### src/design/ir_pwfd_pkg.sv
// Shared types, constants and the known-code table of the infrared frame decoder.
package ir_pwfd_pkg;

  localparam int unsigned PULSE_W    = 16;
  localparam int unsigned TOL_W      = 12;
  localparam int unsigned CODE_W     = 32;
  localparam int unsigned INDEX_W    = 5;
  localparam int unsigned CFG_IDX_W  = 3;
  localparam int unsigned CFG_DATA_W = 16;
  localparam int unsigned TABLE_SIZE = 27;

  localparam logic [INDEX_W-1:0] NO_MATCH = INDEX_W'(TABLE_SIZE);

  // Register indexes on the configuration port.
  localparam logic [CFG_IDX_W-1:0] REG_TOLERANCE = 3'd0;
  localparam logic [CFG_IDX_W-1:0] REG_START     = 3'd1;
  localparam logic [CFG_IDX_W-1:0] REG_ZERO      = 3'd2;
  localparam logic [CFG_IDX_W-1:0] REG_ONE       = 3'd3;

  localparam logic [TOL_W-1:0]   TOLERANCE_RESET = 12'd200;
  localparam logic [PULSE_W-1:0] START_RESET     = 16'd4500;
  localparam logic [PULSE_W-1:0] ZERO_RESET      = 16'd500;
  localparam logic [PULSE_W-1:0] ONE_RESET       = 16'd1600;

  typedef enum logic [1:0] {
    STATUS_MATCH    = 2'd0,
    STATUS_NO_MATCH = 2'd1,
    STATUS_BAD_BIT  = 2'd2
  } status_t;

  typedef struct packed {
    logic [TOL_W-1:0]   tolerance_us;
    logic [PULSE_W-1:0] start_width_us;
    logic [PULSE_W-1:0] zero_width_us;
    logic [PULSE_W-1:0] one_width_us;
  } cfg_t;

  typedef struct packed {
    logic start_hit;
    logic zero_hit;
    logic one_hit;
  } class_t;

  localparam logic [CODE_W-1:0] CODE_TABLE [TABLE_SIZE] = '{
    32'h6996bb42, 32'h6d92bb42, 32'h2bd4bb42, 32'h748bbb42, 32'h37c8bb42,
    32'h35cabb42, 32'h36c9bb42, 32'h34cbbb42, 32'h00ffbb42, 32'h01febb42,
    32'h6798bb42, 32'h659abb42, 32'h639cbb42, 32'h649bbb42, 32'h609fbb42,
    32'h7e81bb42, 32'h7d82bb42, 32'h7c83bb42, 32'h7b84bb42, 32'h7a85bb42,
    32'h7986bb42, 32'h7887bb42, 32'h7788bb42, 32'h7689bb42, 32'h758abb42,
    32'h738cbb42, 32'h718ebb42
  };

endpackage

### src/design/ir_pwfd_classify.sv
// Pulse width classifier: tolerance window tests against the start, zero and one widths.
module ir_pwfd_classify
  import ir_pwfd_pkg::*;
(
  input  logic [PULSE_W-1:0] pulse_us,
  input  cfg_t               cfg,
  output class_t             hits
);

  logic [PULSE_W-1:0] dist_start;
  logic [PULSE_W-1:0] dist_zero;
  logic [PULSE_W-1:0] dist_one;
  logic [PULSE_W-1:0] tol_ext;

  function automatic logic [PULSE_W-1:0] distance(input logic [PULSE_W-1:0] a,
                                                  input logic [PULSE_W-1:0] b);
    distance = (a > b) ? (a - b) : (b - a);
  endfunction

  assign tol_ext    = PULSE_W'(cfg.tolerance_us);
  assign dist_start = distance(pulse_us, cfg.start_width_us);
  assign dist_zero  = distance(pulse_us, cfg.zero_width_us);
  assign dist_one   = distance(pulse_us, cfg.one_width_us);

  // The start window includes its bounds; the bit windows do not.
  assign hits.start_hit = (dist_start <= tol_ext);
  assign hits.zero_hit  = (dist_zero < tol_ext);
  assign hits.one_hit   = (dist_one < tol_ext);

endmodule

### src/design/ir_pwfd_lookup.sv
// Known-code search: the lowest table entry equal to the frame word wins.
module ir_pwfd_lookup
  import ir_pwfd_pkg::*;
#(
  parameter int unsigned NUM_CODES = 27
) (
  input  logic [CODE_W-1:0]  code_word,
  output logic               found,
  output logic [INDEX_W-1:0] index
);

  localparam int unsigned LIMIT = (NUM_CODES < TABLE_SIZE) ? NUM_CODES : TABLE_SIZE;

  always_comb begin
    found = 1'b0;
    index = NO_MATCH;
    // Walk downwards so that the lowest matching entry is the one kept.
    for (int i = LIMIT - 1; i >= 0; i--) begin
      if (CODE_TABLE[i] == code_word) begin
        found = 1'b1;
        index = INDEX_W'(i);
      end
    end
  end

endmodule

### src/design/ir_pulse_width_frame_decoder.sv
// Top level of the infrared pulse width frame decoder.
//
// Input channel: one measured pulse width (pulse_us) per transaction, taken when
// in_valid is high and in_stall is low. While hunting, a pulse within tolerance
// of the start width (bounds inclusive) opens a frame; FRAME_BITS bit pulses
// follow, least significant bit first.
// Output channel: one transaction per finished frame (status, code, button_index),
// taken when out_valid is high and out_stall is low. A frame that completes is
// looked up in the known-code table; a bit pulse outside both bit windows ends
// the frame early with the invalid-width status.
// A result moves into the result register when the pulse that ends the frame
// advances out of the input register.
// Throughput is one pulse per cycle while out_stall does not hold the result;
// the classify and table compare are combinational.
// While a result waits under out_stall, one more pulse is still taken into the
// input register; further pulses are stalled until the result leaves.
// The user must write configuration on cfg_write with cfg_index and cfg_data only
// while the decoder is idle; the block does not enforce this. Synchronous reset
// restores the default widths and tolerance, drops any pending transaction and hunts.
module ir_pulse_width_frame_decoder
  import ir_pwfd_pkg::*;
#(
  parameter int unsigned FRAME_BITS = 32,
  parameter int unsigned NUM_CODES  = 27
) (
  input  logic                  clk,
  input  logic                  rst,
  input  logic                  cfg_write,
  input  logic [CFG_IDX_W-1:0]  cfg_index,
  input  logic [CFG_DATA_W-1:0] cfg_data,
  input  logic                  in_valid,
  output logic                  in_stall,
  input  logic [PULSE_W-1:0]    pulse_us,
  output logic                  out_valid,
  input  logic                  out_stall,
  output logic [1:0]            status,
  output logic [CODE_W-1:0]     code,
  output logic [INDEX_W-1:0]    button_index
);

  localparam int unsigned COUNT_W = $clog2(FRAME_BITS + 1);
  localparam logic [COUNT_W-1:0] LAST_COUNT = COUNT_W'(FRAME_BITS);

  cfg_t               cfg;
  logic               in_full;
  logic [PULSE_W-1:0] pulse;
  logic               collecting;
  logic [COUNT_W-1:0] bit_count;
  logic [CODE_W-1:0]  shift_word;

  logic               collecting_next;
  logic [COUNT_W-1:0] bit_count_next;
  logic [CODE_W-1:0]  shift_word_next;

  class_t             hits;
  logic               advance;
  logic               emit;
  logic               frame_done;
  logic               bit_value;
  logic [CODE_W-1:0]  word_with_bit;
  logic               found;
  logic [INDEX_W-1:0] match_index;
  status_t            status_next;
  logic [CODE_W-1:0]  code_next;
  logic [INDEX_W-1:0] index_next;

  always_ff @(posedge clk) begin
    if (rst) begin
      cfg.tolerance_us   <= TOLERANCE_RESET;
      cfg.start_width_us <= START_RESET;
      cfg.zero_width_us  <= ZERO_RESET;
      cfg.one_width_us   <= ONE_RESET;
    end else if (cfg_write) begin
      case (cfg_index)
        REG_TOLERANCE: cfg.tolerance_us   <= cfg_data[TOL_W-1:0];
        REG_START:     cfg.start_width_us <= cfg_data;
        REG_ZERO:      cfg.zero_width_us  <= cfg_data;
        REG_ONE:       cfg.one_width_us   <= cfg_data;
        default: ;
      endcase
    end
  end

  // The pulse moves on once the result register is free or being emptied.
  assign advance  = in_full && (!out_valid || !out_stall);
  assign in_stall = in_full && !advance;

  always_ff @(posedge clk) begin
    if (rst) begin
      in_full <= 1'b0;
    end else if (in_valid && !in_stall) begin
      in_full <= 1'b1;
    end else if (advance) begin
      in_full <= 1'b0;
    end
  end

  always_ff @(posedge clk) begin
    if (in_valid && !in_stall) begin
      pulse <= pulse_us;
    end
  end

  ir_pwfd_classify u_classify (
    .pulse_us (pulse),
    .cfg      (cfg),
    .hits     (hits)
  );

  assign bit_value     = !hits.zero_hit;
  assign word_with_bit = shift_word | (CODE_W'(bit_value) << bit_count);
  assign frame_done    = (bit_count + COUNT_W'(1)) == LAST_COUNT;

  ir_pwfd_lookup #(
    .NUM_CODES (NUM_CODES)
  ) u_lookup (
    .code_word (word_with_bit),
    .found     (found),
    .index     (match_index)
  );

  always_comb begin
    collecting_next = collecting;
    bit_count_next  = bit_count;
    shift_word_next = shift_word;
    emit            = 1'b0;
    status_next     = STATUS_NO_MATCH;
    code_next       = word_with_bit;
    index_next      = NO_MATCH;
    if (!collecting) begin
      if (hits.start_hit) begin
        collecting_next = 1'b1;
        bit_count_next  = '0;
        shift_word_next = '0;
      end
    end else if (!hits.zero_hit && !hits.one_hit) begin
      emit            = 1'b1;
      status_next     = STATUS_BAD_BIT;
      code_next       = shift_word;
      collecting_next = 1'b0;
      bit_count_next  = '0;
      shift_word_next = '0;
    end else if (frame_done) begin
      emit            = 1'b1;
      status_next     = found ? STATUS_MATCH : STATUS_NO_MATCH;
      index_next      = match_index;
      collecting_next = 1'b0;
      bit_count_next  = '0;
      shift_word_next = '0;
    end else begin
      bit_count_next  = bit_count + COUNT_W'(1);
      shift_word_next = word_with_bit;
    end
  end

  always_ff @(posedge clk) begin
    if (rst) begin
      collecting <= 1'b0;
      bit_count  <= '0;
      shift_word <= '0;
    end else if (advance) begin
      collecting <= collecting_next;
      bit_count  <= bit_count_next;
      shift_word <= shift_word_next;
    end
  end

  always_ff @(posedge clk) begin
    if (rst) begin
      out_valid <= 1'b0;
    end else if (advance && emit) begin
      out_valid <= 1'b1;
    end else if (!out_stall) begin
      out_valid <= 1'b0;
    end
  end

  always_ff @(posedge clk) begin
    if (advance && emit) begin
      status       <= status_next;
      code         <= code_next;
      button_index <= index_next;
    end
  end

endmodule

### config.mk
export PLATFORM = sky130hd
export DESIGN_NAME = ir_pulse_width_frame_decoder
export DESIGN_NICKNAME = d
export VERILOG_FILES = /design/src/design/ir_pwfd_pkg.sv /design/src/design/ir_pwfd_classify.sv /design/src/design/ir_pwfd_lookup.sv /design/src/design/ir_pulse_width_frame_decoder.sv
export SDC_FILE = /design/constraint.sdc
export NUM_CORES = 1
export LEC_CHECK = 0
export ABC_AREA = 0
export BUFFER_PORTS_ARGS = -buffer_cell sky130_fd_sc_hd__buf_2
export CAP_MARGIN = 20
export CORE_AREA = 2 2 169 171
export CTS_CLUSTER_SIZE = 14
export DETAILED_ROUTE_END_ITERATION = 12
export DIE_AREA = 0 0 171 173
export HOLD_SLACK_MARGIN = 0.08
export SKIP_LAST_GASP = 1
export SYNTH_ARGS = -nofsm -noshare
export SYNTH_HDL_FRONTEND = slang
export SYNTH_SLANG_ARGS = --single-unit
### constraint.sdc
create_clock -name clk -period 9.8 [get_ports clk]
set_clock_uncertainty 0.05 [all_clocks]
set_input_delay 0.49 -clock clk [delete_from_list [all_inputs] [get_ports clk]]
set_output_delay 0.49 -clock clk [all_outputs]
set_load 0.01 [all_outputs]
# Yosys cells after proc, flatten, opt, wreduce, memory -nomap -nowiden
# Index checks and enable logic that the tools add are counted.
[totals] register_bits=156
[classes] n_addsub=7 order_cmp=6 n_eq_ne=32 shifts=1 n_mux=81 bitwise=3 reduce_logical=22
[ops] cell="$eq 31x32->1 const A" n=20
[ops] cell="$mux 32" n=6
[ops] cell="$eq 30x32->1 const A" n=5
[ops] cell="$sub 16x16->16" n=6
[ops] cell="$mux 5" n=16
[ops] cell="$gt 16x16->1" n=3
[ops] cell="$mux 16" n=3
[ops] cell="$mux 1" n=41
[ops] cell="$eq 24x32->1 const A" n=1
[ops] cell="$eq 25x32->1 const A" n=1
[ops] cell="$lt 16x12->1" n=2
[ops] cell="$mux 4" n=8
[ops] cell="$or 32x32->32" n=1
[ops] cell="$shl 1x6->32" n=1
[ops] cell="$mux 6" n=4
[ops] cell="$le 16x12->1" n=1
[ops] cell="$reduce_and 2->1" n=5
[ops] cell="$reduce_or 7->1" n=1
[ops] cell="$add 6x1->6 const B" n=1
[ops] cell="$eq 3x2->1 const B" n=2
[ops] cell="$eq 6x6->1 const B" n=1
[ops] cell="$logic_not 1->1" n=6
[ops] cell="$mux 2" n=3
[ops] cell="$logic_and 1x1->1" n=5
[ops] cell="7 further kinds" n=9

# Longest topological paths before layout
[depth] depth_word=37 ltp_mapped=32 mapped_depth_nobuf=28

# Cells and area by module
# A second synthesis with hierarchy kept.
[unflattened] hier_cells=1495 area_unflattened_um2=12361.9
[modules_own_cells] mod="ir_pulse_width_frame_decoder" instances=1 cells_per_inst=648 area_each_um2=6083.3 seq_area_each_um2=3673.5
[modules_own_cells] mod="ir_pwfd_classify" instances=1 cells_per_inst=761 area_each_um2=5625.4 seq_area_each_um2=0.0
[modules_own_cells] mod="ir_pwfd_lookup" instances=1 cells_per_inst=86 area_each_um2=653.1 seq_area_each_um2=0.0

# Least setup slack after synthesis
# Ideal clock, no wire load.
[synth_path] path_type="flip-flop to flip-flop" startpoint="register pulse[0]" endpoint="register button_index[0] (enable)" setup_time_ns=0.437 arrival_time_ns=6.780 required_ns=9.313 path_slack_ns=2.533 path_stages_with_launch=29 path_cell_list="edfxtp_1 > inv_1 > ha_1 > inv_1 > fa_1 > a21o_1 > a21o_1 > a21o_1 > a21oi_1 > o21bai_1 > a41o_1 > o2bb2ai_1 > buf_2 > clkbuf_1 > mux2_2 > ha_1 > a21boi_0 > o21a_1 > o21a_1 > o21a_1 > o21ai_0 > nand2b_1 > a21oi_1 > o21ai_0 > a211oi_1 > o211a_1 > a31oi_1 > nor2_1 > nor2_1"
[synth_via] elab_chain_cells=8 word_cells_on_any_way=16
[synth_lines] item="start, declared" line_no="ir_pulse_width_frame_decoder.sv:46" text="logic [PULSE_W-1:0] pulse;"
[synth_lines] item="start signal, assigned" line_no="ir_pulse_width_frame_decoder.sv:100" text="pulse <= pulse_us;"
[synth_lines] item="$sub 16x16->16 or $gt 16x16->1 (tied branches)" line_no="ir_pwfd_classify.sv:17" text="distance = (a > b) ? (a - b) : (b - a);"
[synth_lines] item="$mux 16" line_no="ir_pwfd_classify.sv:17"
[synth_lines] item="$lt 16x12->1 (on tied branches)" line_no="ir_pwfd_classify.sv:27, ir_pwfd_classify.sv:28"
[synth_lines] item="$logic_not 1->1" line_no="ir_pulse_width_frame_decoder.sv:136" text="end else if (!hits.zero_hit && !hits.one_hit) begin"
[synth_lines] item="$logic_and 1x1->1 *" line_no="ir_pulse_width_frame_decoder.sv:136"
[synth_lines] item="$mux 1 *" line_no="ir_pulse_width_frame_decoder.sv:136"
[synth_lines] item="$mux 1 *" line_no="ir_pulse_width_frame_decoder.sv:130" text="if (!collecting) begin"
[synth_lines] item="$logic_and 1x1->1 *" line_no="ir_pulse_width_frame_decoder.sv:179" text="if (advance && emit) begin"
[synth_lines] item="end signal, assigned" line_no="ir_pulse_width_frame_decoder.sv:182" text="button_index <= index_next;"
[synth_lines] item="end, declared" line_no="ir_pulse_width_frame_decoder.sv:38" text="output logic [INDEX_W-1:0] button_index"
# Mark *: on every way between the ends. The rest lies on a longest branch, timed or not.
# A chain may end at the register's enable or synchronous reset.

# Worst setup path in the final report
[layout_path] startpoint="register pulse[11]" endpoint="register button_index[1] (data pin)"
[layout_via] elab_chain_cells=33 word_cells_on_any_way=68
[layout_lines] item="$sub 16x16->16 or $gt 16x16->1 (tied branches)" line_no="ir_pwfd_classify.sv:17"
[layout_lines] item="$mux 16" line_no="ir_pwfd_classify.sv:17"
[layout_lines] item="$lt 16x12->1" line_no="ir_pwfd_classify.sv:27" text="assign hits.zero_hit = (dist_zero < tol_ext);"
[layout_lines] item="$logic_not 1->1" line_no="ir_pulse_width_frame_decoder.sv:110, ir_pulse_width_frame_decoder.sv:136"
[layout_lines] item="$shl 1x6->32" line_no="ir_pulse_width_frame_decoder.sv:111" text="assign word_with_bit = shift_word | (CODE_W'(bit_value) << bit_count);"
[layout_lines] item="$or 32x32->32" line_no="ir_pulse_width_frame_decoder.sv:111"
[layout_lines] item="$eq 31x32->1" line_no="ir_pwfd_lookup.sv:19" text="if (CODE_TABLE[i] == code_word) begin"
[layout_lines] item="$mux 2 (2 in series)" line_no="ir_pwfd_lookup.sv:19"
[layout_lines] item="$mux 4 (8 in series)" line_no="ir_pwfd_lookup.sv:19"
[layout_lines] item="$mux 5 (16 in series)" line_no="ir_pwfd_lookup.sv:19"
# Parallel ways exist; a longest one is shown, timed or not.

==> flow_summary_export.csv <==
group,metric,value,unit
clocking,cts_tree,"built",
synth,ys_top_cells_by_area,"dfxtp_1 (16%), edfxtp_1 (13%), ha_1 (13%), a21oi_1 (6.2%), nand2_1 (5.6%)",
power,vdd_ir_drop_max,0.000106,V
synth,async_flop_share,0,%
global_routing,grt_pass1_vias,10700,
die,core,27600,sq um
critical_path,crit_fanout,13,
synth,ys.flop_type,"dfxtp_1",
synth,synth_cell_types,94,
final_layout,final_common_cell,"nand2_1",
synth,synth_top_area_share,16.4,%
hold_path,min_path_type,"in -> reg",
die,rows,61,
drt,wl_met3,3340,um
clocking,h-tree-depth,4,
drt,drt_iter0_drc,1272,
place,dp_hpwl,30700,um
place,placed_area,13000,sq um
drt,vias_per_cell,5.97,
power,power.density,138,nW/um^2
critical_path,startpoint_type,"register",
global_routing,antenna_found_initial,0,
synth,syn-num-nets,1645,
synth,synth-seq-cells,156,
die,fp.dieH,173,um
timing,max_slew_margin,32.5,%
final_layout,final_cell_mix,"nand2_1 (184), a21oi_1 (154), ha_1 (129), inv_1 (107), dfxtp_1 (101)",
final_layout,final_area,13700,sq um
die,die-area,29600,sq um
run_status,status,"completed",
final_layout,areaGrowthSynthToFinish,10.7,%
die,die_x,171,um
final_layout,finish.utilization,49.4,%
clocking,clock-sinks,156,
clocking,cts_buffers,17,
power,power_leakage,5.96,nW
drt,maxUsedRoutingLayer,"met4",
clocking,cts_resized,0,
drt,post-route-drc-count,0,
synth,avgSynthCellArea,8.39,sq um
clocking,cts_hold_buf,0,
place,io_buffers,80,
synth,synth-seq-area-share,29.8,%
synth,syn_area,12300,sq um
drt,dr_total_vias,11400,
global_routing,grt_overflow,0,
drt,wirelength,39800,um
final_layout,n_antenna_cell,0,
timing,setup_viol_count_final,0,
drt,wl_met1,19400,um
critical_path,crit_arrival,7.73,ns
drt,met2RoutedLength,16200,um
drt,wl_per_cell,20.9,um
timing,grt_setup_unrepaired,"false",
synth,syn_inst,1470,
global_routing,track_usage,27.1,%
timing,min_period,7.58,ns
clocking,clock_latency,0.46,ns
timing,setup_tns,0,ns
critical_path,reg2reg_slack,2.22,ns
synth,ys_warn_count,0,
die,io_pins,81,
drt,postRouteAntennaNets,0,
timing,final-hold-violation-count,0,
global_routing,grt_max_degree,67,
drt,first_pass_iters,6,
global_routing,grt_pass1_wl,61600,um
timing,min_period_over_period,77.3,%
place,routabilityCongestion,0.952,
synth,synth_edf_count,55,
critical_path,critPathKind,"reg -> reg",
timing,drv_slew,0,
die,start_util,44.6,%
final_layout,nFillCells,2748,
final_layout,final_nets,1687,
clocking,clk_path_buf_depth,2,
critical_path,crit_path_end_kind,"register",
timing,fmax,0.132,GHz
final_layout,drive_above_1_share,11.8,%
timing,worst_pin_slew,0.997,ns
clocking,post_cts_buffers,0,
job,max_cap_viol_count,0,
clocking,clkTransAtPathRegs,0.08,ns
critical_path,worstPathRequired,9.95,ns
clocking,clock-root-buffer,"clkbuf_16",
synth,synth_top_area_cell,"dfxtp_1",
power breakdown:
part           internal [mW]  switching [mW]
Combinational          0.196           0.292
Clock                  0.369           0.339
Sequential             0.679          0.0155
Total                   1.24           0.647
worst max-delay path, cell delays in order (launching register included):
cell       delay (ns)
edfxtp_1         0.49
ha_1             0.54
nand2_1          0.21
nor4_1           0.44
a21oi_1          0.27
nor2_1           0.79
nor2_1           0.08
a21oi_1          0.19
a21oi_1          0.11
a211oi_1         0.30
xnor2_1          0.17
ha_1             0.27
a21oi_1          0.15
nor2b_1          0.09
a2111oi_4        0.42
o2111ai_4        0.27
nor2_2           0.41
nor3_2           0.21
a2111oi_0        0.82
nand2_1          0.19
nor4_1           0.43
nor3_1           0.10
a311o_1          0.33
through the flow:
| stage | total power [mW] | setup WS (ns) | std cells | hold slack (ns) |
|---|---|---|---|---|
| 2_1_floorplan | 1.06 | 2.53 | 1470 | 0.386 |
| 3_3_place_gp | 1.18 | 2.44 | 1870 | 0.394 |
| 3_5_place_dp | 1.18 | 2.26 | 1870 | 0.397 |
| 4_1_cts | 1.89 | 2.24 | 1902 | 0.139 |
| 5_1_grt | 1.98 | 1.67 | 1903 | 0.134 |
| 6_report | 1.89 | 2.22 | 1903 | 0.151 |
synth_stat cells (all sizes together) (5+ instances only):
library cell,count
o2111ai,5
mux2i,29
a31o,12
nor4,15
a41o,6
clkbuf,52
and2,12
dfxtp,101
nor2b,23
nand2,186
o211ai,6
o2bb2ai,5
a21oi,155
nand2b,12
a21o,86
a31oi,26
o21ai,49
a41oi,7
inv,107
o21bai,21
xnor2,25
nor2,77
nand3b,15
edfxtp,55
buf,17
o21a,31
o22ai,6
and3,17
or2,9
ha,129
nand3,20
nand4,22
a211oi,11
xor2,15
mux2,7
fa,6
nor3,21
o31ai,7
a211o,6
a21boi,6
registers in the layout, indices dropped and copies added (netlist names), 2 cells and up:
register and flops:
bit_count 6, button_index 5, cfg 60, code 32
pulse 16, shift_word 32, status 2
cell families after synthesis:
kind of cell               Yosys count  share of synthesized area, %
xor gates and xnor gates            40                          2.84
buffers and inverters              176                          5.58
AOI/OAI and AO/OA                  482                          26.8
DFF                                156                          29.8
adders and majority gates          135                          14.1
and+or+nand+nor                    445                          18.0
muxes                               36                          3.02
worst paths after layout:
| path | depth (start not counted) | to | startpoint |
|---|---|---|---|
| max | 22 | button_index[1] | pulse[11] |
| min reg2reg | 2 | cfg[31] | cfg[31] |
| max reg2reg | 22 | button_index[1] | pulse[11] |
| min | 1 | pulse[12] | pulse_us[12] |
routing by layer:
layer  global-route usage (%)  up-vias
met2                     38.1      527
met5                        0        -
li1                         -     5385
met1                     41.2     5381
met4                     7.87        0
met3                     5.52       60
area by class of cell:
type | count | area, sq um | share of cell area [%]
multi-input combinational | 1138 | 8000 | 58.5
sequential | 156 | 3670 | 26.9
timing repair buffer | 92 | 503 | 3.68
tap | 378 | 473 | 3.46
clock buffer | 17 | 425 | 3.11
inverter | 107 | 402 | 2.94
clock inverter | 15 | 188 | 1.37
No activity file was read; power rests on OpenSTA's default activity.
